--- src/hdl/tcw_pkg.sv ---
// ----------------------------------------------------------------------------
// Text console writer package
// Types, constants and the cell address function shared by the console.
// ----------------------------------------------------------------------------
`default_nettype none

package tcw_pkg;

   localparam int SCREEN_COLS = 80;
   localparam int SCREEN_ROWS = 25;
   localparam int COL_W       = 7;
   localparam int ROW_W       = 5;
   localparam int CELL_W      = 16;
   localparam int SCREEN_DEPTH = SCREEN_COLS * SCREEN_ROWS;
   localparam int ADDR_W      = $clog2(SCREEN_DEPTH);
   localparam int QUEUE_DEPTH = 2;
   localparam int QPTR_W      = $clog2(QUEUE_DEPTH);

   localparam logic [COL_W-1:0] LAST_COL = COL_W'(SCREEN_COLS - 1);
   localparam logic [ROW_W-1:0] LAST_ROW = ROW_W'(SCREEN_ROWS - 1);

   localparam logic [1:0] CMD_PUT   = 2'd0;
   localparam logic [1:0] CMD_WRITE = 2'd1;
   localparam logic [1:0] CMD_READ  = 2'd2;
   localparam logic [1:0] CMD_CLEAR = 2'd3;

   localparam logic [7:0]        CH_NEWLINE   = 8'd10;
   localparam logic [7:0]        CH_BACKSPACE = 8'd8;
   localparam logic [CELL_W-1:0] BLANK_CELL   = 16'h0720;

   typedef struct packed {
      logic [1:0]        command;
      logic [7:0]        char_code;
      logic [7:0]        color;
      logic signed [7:0] pos_col;
      logic signed [7:0] pos_row;
   } req_beat_type;

   typedef struct packed {
      logic [COL_W-1:0] cursor_col;
      logic [ROW_W-1:0] cursor_row;
      logic [7:0]       read_char;
      logic [7:0]       read_color;
   } rsp_beat_type;

   typedef enum logic [2:0] {
      OP_PUT,
      OP_NEWLINE,
      OP_BACKSPACE,
      OP_WRITE,
      OP_READ,
      OP_SKIP,
      OP_CLEAR
   } op_kind_type;

   typedef struct packed {
      op_kind_type       kind;
      logic [CELL_W-1:0] cell_word;
      logic [COL_W-1:0]  col;
      logic [ROW_W-1:0]  row;
   } op_type;

   typedef struct packed {
      logic   valid;
      op_type op;
   } queue_out_type;

   typedef enum logic [1:0] {
      ST_FILL,
      ST_IDLE,
      ST_READ
   } back_state_type;

   // Logical row is rotated by the ring offset onto a physical row.
   function automatic logic [ADDR_W-1:0] cell_addr(input logic [ROW_W-1:0] row,
                                                   input logic [COL_W-1:0] col,
                                                   input logic [ROW_W-1:0] top);
      logic [ROW_W:0]   sum;
      logic [ROW_W-1:0] phys;
      sum = {1'b0, row} + {1'b0, top};
      if (sum >= (ROW_W+1)'(SCREEN_ROWS)) begin
         sum = sum - (ROW_W+1)'(SCREEN_ROWS);
      end
      phys = sum[ROW_W-1:0];
      return ADDR_W'(phys) * ADDR_W'(SCREEN_COLS) + ADDR_W'(col);
   endfunction

endpackage

`default_nettype wire

--- src/hdl/tcw_front.sv ---
// ----------------------------------------------------------------------------
// Console front end
// Sorts an incoming beat into one of the operations the back end performs.
// ----------------------------------------------------------------------------
`default_nettype none

module tcw_front (
   input  wire tcw_pkg::req_beat_type req_beat,
   output tcw_pkg::op_type            op
);

   logic on_screen;

   // Positions are signed; a negative value or one past the edge is off the screen.
   assign on_screen = !req_beat.pos_col[7] && !req_beat.pos_row[7]
                   && (req_beat.pos_col < 8'(tcw_pkg::SCREEN_COLS))
                   && (req_beat.pos_row < 8'(tcw_pkg::SCREEN_ROWS));

   always_comb begin
      op.cell_word = {req_beat.color, req_beat.char_code};
      op.col  = req_beat.pos_col[tcw_pkg::COL_W-1:0];
      op.row  = req_beat.pos_row[tcw_pkg::ROW_W-1:0];
      op.kind = tcw_pkg::OP_SKIP;
      case (req_beat.command)
         tcw_pkg::CMD_PUT: begin
            if (req_beat.char_code == tcw_pkg::CH_NEWLINE) begin
               op.kind = tcw_pkg::OP_NEWLINE;
            end else if (req_beat.char_code == tcw_pkg::CH_BACKSPACE) begin
               op.kind = tcw_pkg::OP_BACKSPACE;
            end else begin
               op.kind = tcw_pkg::OP_PUT;
            end
         end
         tcw_pkg::CMD_WRITE: begin
            op.kind = on_screen ? tcw_pkg::OP_WRITE : tcw_pkg::OP_SKIP;
         end
         tcw_pkg::CMD_READ: begin
            op.kind = on_screen ? tcw_pkg::OP_READ : tcw_pkg::OP_SKIP;
         end
         tcw_pkg::CMD_CLEAR: begin
            op.kind = tcw_pkg::OP_CLEAR;
         end
         default: begin
            op.kind = tcw_pkg::OP_SKIP;
         end
      endcase
   end

endmodule

`default_nettype wire

--- config.mk ---
export PLATFORM = sky130hd
export DESIGN_NAME = tcw_front
export DESIGN_NICKNAME = d
export VERILOG_FILES = /design/src/hdl/tcw_pkg.sv /design/src/hdl/tcw_front.sv
export SDC_FILE = /design/constraint.sdc
export NUM_CORES = 1
export LEC_CHECK = 0
export BUFFER_PORTS_ARGS = -buffer_cell sky130_fd_sc_hd__buf_4
export CORE_AREA = 2 2 39 41
export DETAILED_ROUTE_END_ITERATION = 6
export DIE_AREA = 0 0 41 43
export PLACE_DENSITY = 0.78
export SYNTH_ARGS = -nofsm -noshare
export SYNTH_HDL_FRONTEND = slang
export SYNTH_SLANG_ARGS = --single-unit
--- constraint.sdc ---
create_clock -name vclk -period 1.4
set_input_delay 0.14 -clock vclk [all_inputs]
set_output_delay 0.14 -clock vclk [all_outputs]
set_load 0.03 [all_outputs]
### Word level (Yosys, flattened, before mapping)

Index checks and enable logic that the tools add are counted.

* flip-flop bits (word level): 0
* latch bits: 0
* RAM bits: 0
* bits in read-only memories: 0
* input bits: 34
* output and inout port bits: 31
* logic and storage cells: 18
* memories kept: 0

* add/sub/neg operators: 0
* multiply operators: 0
* divide/modulo/power cells: 0
* $lt $le $gt $ge: 2
* equal/unequal tests: 5
* shift operators: 0
* mux-type cells: 5
* bitwise logic cells: 0
* reduce and logical (&&, ||, !) cells: 6

Operators by type and width (count)
* $eq 8x4->1 const B: 2
* $pmux 3 s4: 1
* $lt 8x6->1 const B: 1
* $lt 8x8->1 const B: 1
* $eq 2x2->1 const B: 2
* $mux 2: 2
* $logic_and 1x1->1: 3
* $mux 3: 1
* $eq 2x1->1 const B: 1
* $logic_not 1->1: 2
* $logic_not 2->1: 1
* $mux 1: 1

### Longest topological paths before layout

* depth in word-level cells: 6
* mapped depth: 3
* gate-level depth less buffers: 3

### Least setup slack after synthesis

Ideal clock, no wire load.

* path kind: input port to output port
* start: in req_beat[29] (netlist name)
* end: out op[29] (netlist name)
* arrival: 1.076 ns
* required time: 1.260 ns
* setup slack: 0.184 ns
* cell stages on the path: 3
* path buffers: 0
* cell sequence: nor4_1 > a31oi_1 > a21oi_1

RTL lines
* start, declared: RTL line tcw_front.sv:8 `input wire tcw_pkg::req_beat_type req_beat,`
* end, declared: RTL line tcw_front.sv:9 `output tcw_pkg::op_type op`

==> impl_metrics.json <==
{
  "status": "completed",
  "maxSlewViolCount": 0,
  "worstPathCellList": "buf_4 -> o311ai_1 -> nand3_1 -> a31o_1 -> buf_4",
  "drt_first_pass_iters": 2,
  "hold_class": "input port to output port",
  "switching_share": 0.529,
  "drt_first_iter_violations": 1,
  "fmax_mhz": 799,
  "grt_pass1_vias": 261,
  "crit_path_max_fanout": 3,
  "rsz0062_at_grt": "no",
  "critPathBufInv": 2,
  "row_count": 14,
  "worst_ir_drop_vdd_uv": 156,
  "syn_area_per_cell_um2": 7.48,
  "post-place-ws_ns": 0.118,
  "path_class": "input port to output port",
  "wl_per_cell_um": 10.5,
  "nFlopsAndLatches": 0,
  "grt_pass1_wl_um": 876,
  "synth_area_um2": 314,
  "postSynthCellCount": 42,
  "die_w_um": 41,
  "critPathArrivalTime_ns": 1.11,
  "cts_setup_buffers": 0,
  "critical_path_required_ns": 1.26,
  "fill_cells": 154,
  "drive_gt1_frac": 0.818,
  "path_delay_family": "compound AO/OA/AOI/OAI gates",
  "pwr-share-comb": 1.000,
  "synth_top_area_cell": "buf_4",
  "yosysSeqAreaShare": 0,
  "p_sw_mw": 0.0959,
  "post_cts_resized": 0,
  "cts_hold_buf": 0,
  "regArea_um2": 0,
  "areaGrowthSynthToFinish_pct": 37.5,
  "num_io_pins": 65,
  "p_int_mw": 0.0854,
  "vias": 318,
  "slowest_stage": "o311ai_1",
  "startpoint_type": "input port",
  "synthDistinctLibCells": 14,
  "ys.warnings.count": 0,
  "synth_top_cells_by_area": "buf_4, nor4b_2, nor4_2",
  "tns_ns": 0,
  "clkbuf_count": 0,
  "final_nets": 91,
  "finalWorstSetupSlack_ns": 0.148,
  "grt_use_total": 0.0659,
  "path_common_cell": "buf_4",
  "maxCapViolations": 0,
  "worst_pin_slew_ns": 0.370,
  "dieHeight_um": 43,
  "viasPerCell": 4.48,
  "start_util": 0.227,
  "n_antenna_cell": 0,
  "seqPwrFrac": 0,
  "cp_slowest_stage_delay_ns": 0.28,
  "grt_max_degree": 5,
  "yosysMostFrequentCell": "buf_4",
  "setup-violations-final": 0,
  "antenna_found_initial": 0,
  "dieArea_um2": 1760,
  "cellPowerDensity_nw_per_um2": 420,
  "dp.final_hpwl_um": 715,
  "hold_violations": 0,
  "grt_overflow": 0,
  "gp_congestion": 0.591,
  "syn-num-nets": 76,
  "fin_crit_ns": 1.25,
  "p_leak_nw": 0.229,
  "synth_top_cells_by_count": "buf_4, inv_1",
  "cp-end-kind": "output port",
  "synth_top_area_share": 0.669,
  "p_clk_frac": 0,
  "finalCritPeriodShare": 0.894,
  "drt_wl_total_um": 749,
  "coreArea_um2": 1380,
  "drc": 0,
  "ant_nets": 0,
  "port_buffers": 41,
  "slew_headroom": 0.751
}
==> final cells by class <==
cell class	instances	area, µm²	share of cell area
Timing Repair Buffer	41	308	0.713
Multi-Input combinational cell	12	96.3	0.223
Inverter	2	7.51	0.0174
Tap cell	16	20.0	0.0464
==> final timing paths <==
path | slack, ns | depth (start not counted) | start | end
max | 0.15 | 5 | req_beat[2] | op[28]
min | 0.28 | 0 | req_beat[21] | op[25]
==> metal layers <==
metal	part of all wire	vias to the layer above	GRT usage	routed length, µm
met2	0.52	34	0.144	392
met3	0.20	2	0.00524	152
met5	0	-	0	0
met1	0.26	139	0.0570	197
li1	-	143	-	-
met4	0.0080	0	0.00667	6
==> stage by stage <==
step	util	hold slack, ns	power [mW]	area (µm²)	instances
after global placement	0.312	0.280	0.181	432	71
after floorplan	-	0.412	0.177	314	42
after detailed placement	0.312	0.280	0.183	432	71
final	0.312	0.280	0.181	432	71
after CTS	0.312	0.280	0.183	432	71
after global routing	0.312	0.280	0.192	432	71
==> cells in the final DEF (no fill, tap or decap) <==
master    netlist  routed
a21o_2          1       1
a31o_1          1       1
nand3_1         1       1
a31o_2          1       1
buf_4          28      41
inv_1           2       2
a31oi_1         1       1
a21oi_1         1       1
nor4_1          1       1
o311ai_1        1       1
nor4_2          1       1
nor2b_1         1       1
nor4b_2         1       1
o21ai_0         1       1
==> power groups by stage <==
| stage | logic (mW) | clock network [mW] | registers, mW |
|---|---|---|---|
| after global placement | 0.181 | 0 | 0 |
| final | 0.181 | 0 | 0 |
| after global routing | 0.192 | 0 | 0 |
| after detailed placement | 0.183 | 0 | 0 |
| after floorplan | 0.177 | 0 | 0 |
| after CTS | 0.183 | 0 | 0 |
==> logic make-up (layout without fill, tap and decap cells) <==
| group | Yosys count | in the layout | synth area share |
|---|---|---|---|
| buffers and inverters | 30 | 43 | 0.693 |
| AOI/OAI and AO/OA | 7 | 7 | 0.163 |
| and+or+nand+nor | 5 | 5 | 0.143 |
Power figures use the tool's default switching activity.
