<file path="config.mk">
export PLATFORM = sky130hd
export DESIGN_NAME = tcw_queue
export DESIGN_NICKNAME = d
export VERILOG_FILES = /design/src/hdl/tcw_pkg.sv /design/src/hdl/tcw_queue.sv
export SDC_FILE = /design/constraint.sdc
export NUM_CORES = 1
export LEC_CHECK = 0
export BUFFER_PORTS_ARGS = -buffer_cell sky130_fd_sc_hd__buf_4
export CAP_MARGIN = 40
export CORE_UTILIZATION = 50
export CTS_CLUSTER_SIZE = 40
export DETAILED_ROUTE_END_ITERATION = 8
export GPL_TIMING_DRIVEN = 0
export HOLD_SLACK_MARGIN = 0.1
export MAX_ROUTING_LAYER = met4
export PLACE_DENSITY = 0.77
export SLEW_MARGIN = 10
export SYNTH_ARGS = -nofsm -noshare
export SYNTH_HDL_FRONTEND = slang
export SYNTH_SLANG_ARGS = --single-unit
</file>
<file path="constraint.sdc">
create_clock -name clock -period 3.2 [get_ports clock]
set_clock_uncertainty 0.05 [all_clocks]
set_input_delay 0.64 -clock clock [delete_from_list [all_inputs] [get_ports clock]]
set_output_delay 0.64 -clock clock [all_outputs]
set_load 0.02 [all_outputs]
</file>
<file path="src/hdl/tcw_pkg.sv">
// ----------------------------------------------------------------------------
// Text console writer package
// Types, constants and the cell address function shared by the console.
// ----------------------------------------------------------------------------
`default_nettype none

package tcw_pkg;

   localparam int SCREEN_COLS = 80;
   localparam int SCREEN_ROWS = 25;
   localparam int COL_W       = 7;
   localparam int ROW_W       = 5;
   localparam int CELL_W      = 16;
   localparam int SCREEN_DEPTH = SCREEN_COLS * SCREEN_ROWS;
   localparam int ADDR_W      = $clog2(SCREEN_DEPTH);
   localparam int QUEUE_DEPTH = 2;
   localparam int QPTR_W      = $clog2(QUEUE_DEPTH);

   localparam logic [COL_W-1:0] LAST_COL = COL_W'(SCREEN_COLS - 1);
   localparam logic [ROW_W-1:0] LAST_ROW = ROW_W'(SCREEN_ROWS - 1);

   localparam logic [1:0] CMD_PUT   = 2'd0;
   localparam logic [1:0] CMD_WRITE = 2'd1;
   localparam logic [1:0] CMD_READ  = 2'd2;
   localparam logic [1:0] CMD_CLEAR = 2'd3;

   localparam logic [7:0]        CH_NEWLINE   = 8'd10;
   localparam logic [7:0]        CH_BACKSPACE = 8'd8;
   localparam logic [CELL_W-1:0] BLANK_CELL   = 16'h0720;

   typedef struct packed {
      logic [1:0]        command;
      logic [7:0]        char_code;
      logic [7:0]        color;
      logic signed [7:0] pos_col;
      logic signed [7:0] pos_row;
   } req_beat_type;

   typedef struct packed {
      logic [COL_W-1:0] cursor_col;
      logic [ROW_W-1:0] cursor_row;
      logic [7:0]       read_char;
      logic [7:0]       read_color;
   } rsp_beat_type;

   typedef enum logic [2:0] {
      OP_PUT,
      OP_NEWLINE,
      OP_BACKSPACE,
      OP_WRITE,
      OP_READ,
      OP_SKIP,
      OP_CLEAR
   } op_kind_type;

   typedef struct packed {
      op_kind_type       kind;
      logic [CELL_W-1:0] cell_word;
      logic [COL_W-1:0]  col;
      logic [ROW_W-1:0]  row;
   } op_type;

   typedef struct packed {
      logic   valid;
      op_type op;
   } queue_out_type;

   typedef enum logic [1:0] {
      ST_FILL,
      ST_IDLE,
      ST_READ
   } back_state_type;

   // Logical row is rotated by the ring offset onto a physical row.
   function automatic logic [ADDR_W-1:0] cell_addr(input logic [ROW_W-1:0] row,
                                                   input logic [COL_W-1:0] col,
                                                   input logic [ROW_W-1:0] top);
      logic [ROW_W:0]   sum;
      logic [ROW_W-1:0] phys;
      sum = {1'b0, row} + {1'b0, top};
      if (sum >= (ROW_W+1)'(SCREEN_ROWS)) begin
         sum = sum - (ROW_W+1)'(SCREEN_ROWS);
      end
      phys = sum[ROW_W-1:0];
      return ADDR_W'(phys) * ADDR_W'(SCREEN_COLS) + ADDR_W'(col);
   endfunction

endpackage

`default_nettype wire

</file>
<file path="src/hdl/tcw_queue.sv">
// ----------------------------------------------------------------------------
// Console operation queue
// Short queue of decoded operations between the front and back ends.
// ----------------------------------------------------------------------------
`default_nettype none

module tcw_queue (
   input  wire logic                   clock,
   input  wire logic                   reset,
   input  wire logic                   push,
   input  wire tcw_pkg::op_type        push_op,
   input  wire logic                   pop,
   output tcw_pkg::queue_out_type      head,
   output logic                        full
);

   tcw_pkg::op_type                entry_ff [tcw_pkg::QUEUE_DEPTH];
   logic [tcw_pkg::QPTR_W-1:0]     wr_ptr_ff, wr_ptr_in;
   logic [tcw_pkg::QPTR_W-1:0]     rd_ptr_ff, rd_ptr_in;
   logic [tcw_pkg::QPTR_W:0]       count_ff, count_in;

   always_comb begin
      wr_ptr_in = push ? wr_ptr_ff + 1'b1 : wr_ptr_ff;
      rd_ptr_in = pop ? rd_ptr_ff + 1'b1 : rd_ptr_ff;
      count_in  = count_ff + (tcw_pkg::QPTR_W+1)'(push) - (tcw_pkg::QPTR_W+1)'(pop);
   end

   always_ff @(posedge clock) begin
      if (reset) begin
         wr_ptr_ff <= '0;
         rd_ptr_ff <= '0;
         count_ff  <= '0;
      end else begin
         wr_ptr_ff <= wr_ptr_in;
         rd_ptr_ff <= rd_ptr_in;
         count_ff  <= count_in;
      end
   end

   always_ff @(posedge clock) begin
      if (push) begin
         entry_ff[wr_ptr_ff] <= push_op;
      end
   end

   assign head.valid = (count_ff != '0);
   assign head.op    = entry_ff[rd_ptr_ff];
   assign full       = (count_ff == (tcw_pkg::QPTR_W+1)'(tcw_pkg::QUEUE_DEPTH));

endmodule

`default_nettype wire

</file>
After elaboration in Yosys (flattened, before gate mapping)
Memories as Yosys holds them, arrays and structs flattened. A register that Yosys moved wholly into a read port is not among the register bits.
Index checks and enable logic that the tools add are counted.
{"block": "totals", "input_bits": 35, "wordCells": 14, "regBits": 4, "out_inout_bits": 33, "ramBits": 62, "memories": 1}
{"block": "classes", "n_eq_ne": 1, "muxes": 4, "reduce_logical": 1, "addsub": 4}
{"name": "entry_ff", "depth": 2, "width": 31, "read_ports": 1, "rd_ports_with_merged_regs": 1, "write_ports": 1, "line": "tcw_queue.sv:17", "text": "tcw_pkg::op_type entry_ff [tcw_pkg::QUEUE_DEPTH];"}
{"operator": "2-to-1 mux 1 bit", "n": 4}
{"operator": "adder 1 bit, second input constant", "n": 2}
{"operator": "adder 2 x 1 -> 2 bit", "n": 1}
{"operator": "equality test 2 bit, second input constant", "n": 1}
{"operator": "nonzero test 2 bit", "n": 1}
{"operator": "subtractor 2 x 1 -> 2 bit", "n": 1}

Logic depth before layout (Yosys ltp)
Gate-level depths: netlist (run 1).
{"block": "depth", "ltp_word": 3, "mapped_depth": 6, "mapped_depth_nobuf": 6}

Least setup slack after synthesis (run 1)
OpenSTA, ideal clock, no wires.
{"block": "synth_timing", "path_type": "input to register", "from": "in push", "to": "mem entry_ff[0][0] in the netlist's numbering, enable pin", "setup_ps": 423, "cell_stages": 1, "path_buffers": 0, "t_required_ps": 2727, "t_arrival_ps": 2045, "slack_ps": 682, "path_cell_list": "nor2b_1"}
{"block": "synth_between", "elab_chain_len": 2}
{"item": "from (decl)", "line": "tcw_queue.sv:10", "text": "input wire logic push,"}
{"item": "2-to-1 mux 1 bit", "line": "tcw_queue.sv:41", "text": "if (push) begin"}
{"item": "2-to-1 mux 1 bit (implied by the code)", "line": "tcw_queue.sv:42", "text": "entry_ff[wr_ptr_ff] <= push_op;"}
{"item": "to (decl)", "line": "tcw_queue.sv:17"}
Every way passes these cells.

==> results of run 1 <==
power groups by stage:
| stage | clock network [mW] | registers [mW] | logic [mW] |
|---|---|---|---|
| finish | 0.545 | 1.04 | 0.324 |
| global route | 0.598 | 1.05 | 0.346 |
| detailed placement | 0 | 1.06 | 0.320 |
| floorplan | 0 | 1.05 | 0.184 |
| CTS | 0.559 | 1.04 | 0.322 |
| global placement | 0 | 1.06 | 0.308 |
registers in the layout, indices dropped and copies added, names as in the netlist, named ones only:
| name | count |
|---|---|
| entry_ff | 62 |
| wr_ptr_ff | 1 |
| count_ff | 2 |
| rd_ptr_ff | 1 |
path summary, 6_finish.rpt:
path                          endpoint  slack [ns]  cells after the start
max                            head[0]        1.07                      3
max reg2reg  entry_ff[1][23]$_DFFE_PP_        1.67                      1
min reg2reg                  flip-flop        0.47                      2
min           entry_ff[0][6]$_DFFE_PP_        0.45                      1
cells in the mapped netlist, drive strengths merged:
master	n	area share [%]
xnor3	1	0.91
and2	1	0.25
or2	1	0.25
ha	2	1.0
edfxtp	62	76
dfxtp	5	4.1
xnor2	2	0.71
buf	3	1.4
nor2	4	0.61
mux2	31	14
nor2b	3	0.76
inv	2	0.30
cells by family after synthesis:
group | Yosys count
flip-flops | 67
AND/OR/NAND/NOR | 9
adder cells (fa/ha/maj) | 2
XOR/XNOR | 3
multiplexers | 31
buffers and inverters | 5
final cells by class:
| class | instances | share of cell area, % |
|---|---|---|
| clock inverter | 4 | 0.619 |
| timing repair buffer | 68 | 16.4 |
| tap | 67 | 2.59 |
| multi-input combinational | 45 | 14.5 |
| clock buffer | 10 | 3.95 |
| inverter | 2 | 0.232 |
| buffer | 3 | 1.04 |
| sequential | 67 | 60.7 |
layer usage:
metal / vias to the layer above / routed length [microns] / share of wire [%]
li1: 606 / - / -
met2: 38 / 2260 / 55
met5: - / 0 / 0
met3: 7 / 178 / 4.3
met4: 0 / 76 / 1.9
met1: 637 / 1580 / 39
cell usage in the layout (no fill, tap or decap):
master / Yosys / layout
buf_4: 0 / 67
edfxtp_1: 62 / 62
mux2_2: 31 / 31
clkbuf_8: 0 / 9
dfxtp_1: 5 / 5
nor2_1: 4 / 4
buf_6: 3 / 3
inv_1: 2 / 2
nor2b_1: 3 / 2
xnor2_1: 2 / 2
ha_1: 2 / 2
clkinv_1: 0 / 2
and2_2: 0 / 1
or2_2: 1 / 1
nor2b_4: 0 / 1
xnor3_1: 1 / 1
clkinvlp_4: 0 / 1
clkinv_2: 0 / 1
clkbuf_1: 0 / 1
buf_16: 0 / 1
worst max-delay path: cells and delay by family (launching register included):
family	cells	cell delay [ns]
buffers and inverters	2	0.35
DFF	1	0.42
muxes	1	0.35
==> results.yml, run 1 <==
grt:
  grt_antenna_before_repair: 0
  grtUsageMet1_pct: 17.8
  top_usage_layer: "met2"
  gr-usage-met2_pct: 29.9
  grt_pass1_wl_microns: 6240
  use_met3_pct: 4.86
  grt_pass1_vias: 1377
  gr-usage-all-layers_pct: 17.3
  grt_max_degree: 32
  gr-total-overflow: 0
yosys:
  synth_top_family_by_area: "multiplexers"
  post_synth_and_or_nand_nor_area_fraction_pct: 1.88
  synth_area_sq_mm: 0.00246
  synth.area.mux_share_pct: 14.2
  yosysWarnings: 0
  yosysUniqueCellTypes: 12
  synth_area_per_cell_sq_um: 21.1
  synth_nets: 154
  synth_compound_area_share_pct: 0
  synth-adder-area-share_pct: 1.02
  ys_ff_latch: 67
  synth_xor_area_share_pct: 1.63
  ys_seq_area_share_pct: 79.6
  syn_inst: 117
cts:
  cts_hold_buf: 0
  cts_tree: "done"
  numClockSinks: 67
  htree_levels: 3
  clock-root-buffer: "clkbuf_8"
  clkTransAtPathRegs_ns: 0.07
  clkLatencyLatePin_ns: 0.31
  cts_resized: 0
  cts_buffers: 9
  cts_setup_buffers: 0
  clockBufferDepth: 2
floorplanning:
  start_util_pct: 52.2
  ios: 68
  rows: 25
  die_area_sq_mm: 0.00521
  core-area_sq_mm: 0.00472
  die_y_microns: 72.2
  die_w_microns: 72.2
timing:
  slew_viol_final: 0
  finalSetupTns_ns: 0
  timing.final.crit_share_pct: 66.6
  slew_headroom_pct: 50.8
  setup_viol: 0
  timing.final.ws_setup_ns: 1.07
  finalHoldViolCount: 0
  worst_pin_slew_ns: 0.738
  period_minus_slack_ns: 2.13
  fmax_ghz: 0.469
  hold_ws_ns: 0.448
  rsz0062_at_grt: "no"
run_status:
  failed_checks: "DRC"
  outcome: "complete, but fails checks"
critical_path:
  path_class: "flip-flop to output port"
  cp.arrival_ns: 1.44
  crit_slowest_cell: "dfxtp_1"
  crit_required_ns: 2.51
  worstPathCellList: "buf_6, mux2_2, buf_4"
  setup.worst_path.end_class: "output port"
  cp_max_fo: 10
  cpPeakStageDelay_ns: 0.42
  start_kind: "flip-flop"
  r2r_start: "wr_ptr_ff$_SDFFE_PP0P_"
power:
  pwr-share-comb_pct: 16.9
  power_frac_clock_pct: 28.5
  powerDensity_mw_per_mm2: 591
  leakagePower_nw: 1.23
  pwr-share-seq_pct: 54.5
  p_sw_share_pct: 23.9
  ir_worst_vdd_uv: 396
  p_sw_mw: 0.457
  p_int_mw: 1.45
  total_power_mw: 1.91
layout:
  utilization_pct: 68.5
  finalInstanceArea_sq_mm: 0.00323
  area_delta_synth_final_pct: 31.3
  fin_nets: 233
  drive_above_1_share_pct: 58.3
  seq_area_sq_mm: 0.00196
  fill_cells: 319
  multiInputGateArea_sq_um: 469
  final_cells: 266
  diodes: 0
drt:
  wl_per_cell_microns: 15.4
  drt_iter0_markers: 52
  route.detailed.drc: 1
  via_per_inst: 4.84
  vias: 1288
  wirelength_microns: 4090
  ant_nets: 0
  dr.pass1.iters: 6
place:
  place_area_sq_mm: 0.00306
  pre_cts_ws_ns: 1.22
  hpwl_microns: 2780
  port_buffers: 67
  place_congestion: 0.657
  placedCellCount: 251
job:
  cap_violations: 0
hold_path:
  min_path_type: "primary input to flip-flop"
  min-delay-start: "push_op[6]"
Note: power is estimated with default switching activity, not from simulation.
==> run 2: changes to the inputs <==
==> constraint.sdc (replaced) <==
create_clock -name clock -period 2 [get_ports clock]
set_clock_uncertainty 0.05 [all_clocks]
set_input_delay 0.4 -clock clock [delete_from_list [all_inputs] [get_ports clock]]
set_output_delay 0.4 -clock clock [all_outputs]
set_load 0.02 [all_outputs]
==> results.yml, run 2 (synthesized netlist as in run 1, its figures left out) <==
drt:
  vias: 1274
  wl_per_cell_microns: 15.8
  dr.pass1.iters: 4
  ant_nets: 0
  route.detailed.drc: 0
  drt_iter0_markers: 65
  wirelength_microns: 4230
  via_per_inst: 4.75
timing:
  setup_viol: 0
  finalHoldViolCount: 0
  slew_headroom_pct: 50.1
  period_minus_slack_ns: 1.90
  worst_pin_slew_ns: 0.748
  rsz0062_at_grt: "no"
  slew_viol_final: 0
  timing.final.crit_share_pct: 95.2
  fmax_ghz: 0.525
cts:
  cts_tree: "done"
  numClockSinks: 67
  clockBufferDepth: 2
  clock-root-buffer: "clkbuf_8"
  cts_hold_buf: 0
  htree_levels: 3
  cts_resized: 0
  clkLatencyLatePin_ns: 0.33
  cts_setup_buffers: 0
  cts_buffers: 9
  clkTransAtPathRegs_ns: 0.07
critical_path:
  crit_required_ns: 1.55
  cpPeakStageDelay_ns: 0.42
  critical_path_buf_inv_count: 2
  path_class: "flip-flop to output port"
  start_kind: "flip-flop"
  setup.worst_path.end_class: "output port"
  cp.arrival_ns: 1.45
  worstPathCellList: "buf_6, mux2_2, buf_4"
  cp_max_fo: 10
  path_delay_family: "flip-flops"
  crit_slowest_cell: "dfxtp_1"
power:
  ir_worst_vdd_uv: 680
  powerDensity_mw_per_mm2: 1050
  total_power_mw: 3.51
  leakagePower_nw: 1.28
floorplanning:
  rows: 25
  ios: 68
  die_w_microns: 72.2
  start_util_pct: 52.2
  die_area_sq_mm: 0.00521
  core-area_sq_mm: 0.00472
  die_y_microns: 72.2
grt:
  grt_pass1_wl_microns: 6350
  gr-total-overflow: 0
  gr-usage-all-layers_pct: 18.2
  grt_max_degree: 32
  grt_antenna_before_repair: 0
  grt_pass1_vias: 1370
place:
  place_congestion: 0.699
  placedCellCount: 251
  place_area_sq_mm: 0.00306
  port_buffers: 67
layout:
  utilization_pct: 70.4
  area_delta_synth_final_pct: 35.0
  fin_nets: 233
  layout_commonest_cell: "buf_4"
  top_register: "entry_ff"
  final_cells: 268
  diodes: 0
  layout_common_cells: "buf_4 (67), edfxtp_1 (62), mux2_2 (31), clkbuf_8 (9), dfxtp_1 (5)"
  largestRegisters: "entry_ff (62), count_ff (2)"
  drive_above_1_share_pct: 59.7
  largest_register_ffs: 62
  finalInstanceArea_sq_mm: 0.00333
hold_path:
  min_path_type: "primary input to flip-flop"
job:
  cap_violations: 0
run_status:
  outcome: "complete, no violations"
run 2: changes by cell type in the layout (fill, tap and decap cells not counted), sizes merged:
cell and delta:
bufinv +3, clkbuf -1, clkinvlp -1, clkinv +1
run 2: layer usage:
layer | global-route usage (%) | part of all wire, %
met3 | 6.11 | 6.7
met4 | 12.2 | 2.2
met5 | - | 0
met1 | 19.2 | 38
met2 | 28.9 | 53
run 2: power by group:
part | leakage (nW) | switching [mW] | internal (mW)
sequential | 0.624 | 0.0300 | 1.63
combinational | 0.536 | 0.253 | 0.266
clock | 0.121 | 0.498 | 0.825
run 2: stage by stage:
stage | TNS, ns | hold slack, ns | worst slack [ns]
6_report | 0 | 0.194 | 0.0952
5_1_grt | 0 | 0.174 | 0.0168
3_5_place_dp | 0 | 0.457 | 0.250
2_1_floorplan | 0 | 0.422 | 0.297
4_1_cts | 0 | 0.175 | 0.0536
3_3_place_gp | -5.74 | 0.448 | -0.158
run 2: layout make-up:
class                      instances  area, sq um
clock inverter                     7          116
clock buffer                       9          124
inverter                           2         7.51
sequential                        67         1960
fill                             305         1400
timing repair buffer              68          531
tap                               67         83.8
multi-input combinational         45          469
buffer                             3         33.8
run 2: final timing paths:
path / startpoint / end / slack, ns / depth (start not counted)
setup / recovery: flip-flop / head[3] / 0.1 / 3
hold reg to reg: rd_ptr_ff$_SDFFE_PP0P_ / flip-flop / 0.47 / 2
hold / removal: push_op[4] / entry_ff[0][4]$_DFFE_PP_ / 0.19 / 1
setup reg to reg: wr_ptr_ff$_SDFFE_PP0P_ / entry_ff[1][11]$_DFFE_PP_ / 0.49 / 1
==> run 3: changes to the inputs <==
--- a/config.mk
+++ b/config.mk
@@ -14,7 +14,7 @@
 export HOLD_SLACK_MARGIN = 0.1
 export MAX_ROUTING_LAYER = met4
 export PLACE_DENSITY = 0.77
-export SLEW_MARGIN = 10
+export RECOVER_POWER = 50
 export SYNTH_ARGS = -nofsm -noshare
 export SYNTH_HDL_FRONTEND = slang
 export SYNTH_SLANG_ARGS = --single-unit
==> results.yml, run 3 (synthesized netlist as in run 1, its figures left out) <==
drt:
  via_per_inst: 4.95
  dr.pass1.iters: 4
  vias: 1336
  route.detailed.drc: 0
  wl_per_cell_microns: 16.2
  wirelength_microns: 4360
  ant_nets: 0
  drt_iter0_markers: 65
grt:
  grt_pass1_vias: 1419
  grtUsageMet1_pct: 20.1
  grt_pass1_wl_microns: 6540
  gr-total-overflow: 0
  use_met3_pct: 7.92
  gr-usage-met2_pct: 28.1
  grt_max_degree: 32
  grt_antenna_before_repair: 0
  gr-usage-all-layers_pct: 18.7
  top_usage_layer: "met2"
layout:
  drive_above_1_share_pct: 57.1
  fin_nets: 235
  final_cells: 270
  fill_cells: 307
  area_delta_synth_final_pct: 35.7
  layout_commonest_cell: "edfxtp_1"
  largest_register_ffs: 62
  largestRegisters: "entry_ff (62), count_ff (2)"
  diodes: 0
  layout_common_cells: "edfxtp_1 (62), buf_4 (36), mux2_2 (31), clkbuf_4 (25), clkbuf_8 (9)"
  top_register: "entry_ff"
timing:
  worst_pin_slew_ns: 0.832
  finalHoldViolCount: 0
  fmax_ghz: 0.540
  finalSetupTns_ns: 0
  timing.final.crit_share_pct: 92.6
  period_minus_slack_ns: 1.85
  setup_viol: 0
  rsz0062_at_grt: "no"
  slew_headroom_pct: 44.3
  slew_viol_final: 0
power:
  pwr-share-comb_pct: 14.9
  p_sw_mw: 0.788
  ir_worst_vdd_uv: 618
  pwr-share-seq_pct: 47.3
  power_frac_clock_pct: 37.8
  powerDensity_mw_per_mm2: 1050
  p_sw_share_pct: 22.4
  total_power_mw: 3.52
  leakagePower_nw: 1.26
  p_int_mw: 2.73
cts:
  clockBufferDepth: 2
  htree_levels: 3
  numClockSinks: 67
  cts_tree: "done"
  cts_setup_buffers: 0
  clkTransAtPathRegs_ns: 0.07
  clock-root-buffer: "clkbuf_8"
  cts_hold_buf: 0
  cts_buffers: 9
  clkLatencyLatePin_ns: 0.34
critical_path:
  crit_slowest_cell: "dfxtp_2"
  crit_required_ns: 1.55
  cp_max_fo: 10
  cp.arrival_ns: 1.40
  start_kind: "flip-flop"
  worstPathCellList: "buf_6, mux2_2, buf_4"
  path_class: "flip-flop to output port"
  reg2regPathDepth: 2
  cpPeakStageDelay_ns: 0.38
  setup.worst_path.end_class: "output port"
floorplanning:
  die_y_microns: 72.2
  start_util_pct: 52.2
  die_w_microns: 72.2
  rows: 25
  core-area_sq_mm: 0.00472
  die_area_sq_mm: 0.00521
  ios: 68
place:
  place_congestion: 0.699
  placedCellCount: 252
  hpwl_microns: 2820
  port_buffers: 67
hold_path:
  hold_depth: 2
  min_path_type: "primary input to flip-flop"
run_status:
  outcome: "complete, no violations"
job:
  cap_violations: 0
-- run 3: cell count changes in the layout (fill, tap and decap cells not counted), moves of 2 or more --
cell        delta
buf_4         -31
clkbuf_4      +25
clkbuf_1       +7
clkinvlp_4     +2
-- run 3: final cells by class --
class	instances	area [sq um]	area share, %
Clock buffer	10	128	3.82
Sequential cell	67	1960	58.7
Buffer	3	33.8	1.01
Tap cell	67	83.8	2.51
Clock inverter	6	114	3.41
Inverter	2	7.51	0.225
Multi-Input combinational cell	45	463	13.8
Timing Repair Buffer	70	551	16.5
-- run 3: layer usage --
layer / up-vias / share of wire [%]
li1: 615 / -
met1: 654 / 39
met2: 55 / 52
met3: 12 / 6.9
met4: 0 / 3.0
met5: - / 0
-- run 3: repair_timing --
action                                  4_1_cts  5_1_grt
endpoints found under the hold margin         0        0
endpoints found under the setup margin        0        1
gates resized for setup                       0        1
-- run 3: final timing paths --
path | from | to | slack, ns
setup reg to reg | wr_ptr_ff$_SDFFE_PP0P_ | entry_ff[0][23]$_DFFE_PP_ | 0.40
hold reg to reg | rd_ptr_ff$_SDFFE_PP0P_ | flip-flop | 0.49
hold / removal | reset | flip-flop | 0.19
setup / recovery | flip-flop | head[10] | 0.15
-- run 3: metrics by stage --
stage                     utilization, %  area, sq um  setup slack [ns]  hold WS (ns)
after floorplan                        -         2470             0.297         0.422
after global placement              64.6         3050            -0.158         0.448
after detailed placement            65.1         3070            0.0709         0.477
after CTS                           70.2         3310            0.0524         0.171
after global routing                70.8         3340            0.0763         0.184
final                               70.8         3340             0.147         0.188
-- run 3: power by group through the flow --
| stage | logic, mW | registers, mW | clock network, mW |
|---|---|---|---|
| after floorplan | 0.295 | 1.69 | 0 |
| after global placement | 0.494 | 1.69 | 0 |
| after detailed placement | 0.516 | 1.70 | 0 |
| after CTS | 0.519 | 1.67 | 1.36 |
| after global routing | 0.561 | 1.67 | 1.42 |
| final | 0.524 | 1.66 | 1.33 |
-- run 3: critical path, delay by kind of cell, from the launching register on --
kind                   cells  cell delay (ns)
buffers and inverters      2             0.33
flip-flops                 1             0.38
multiplexers               1             0.35
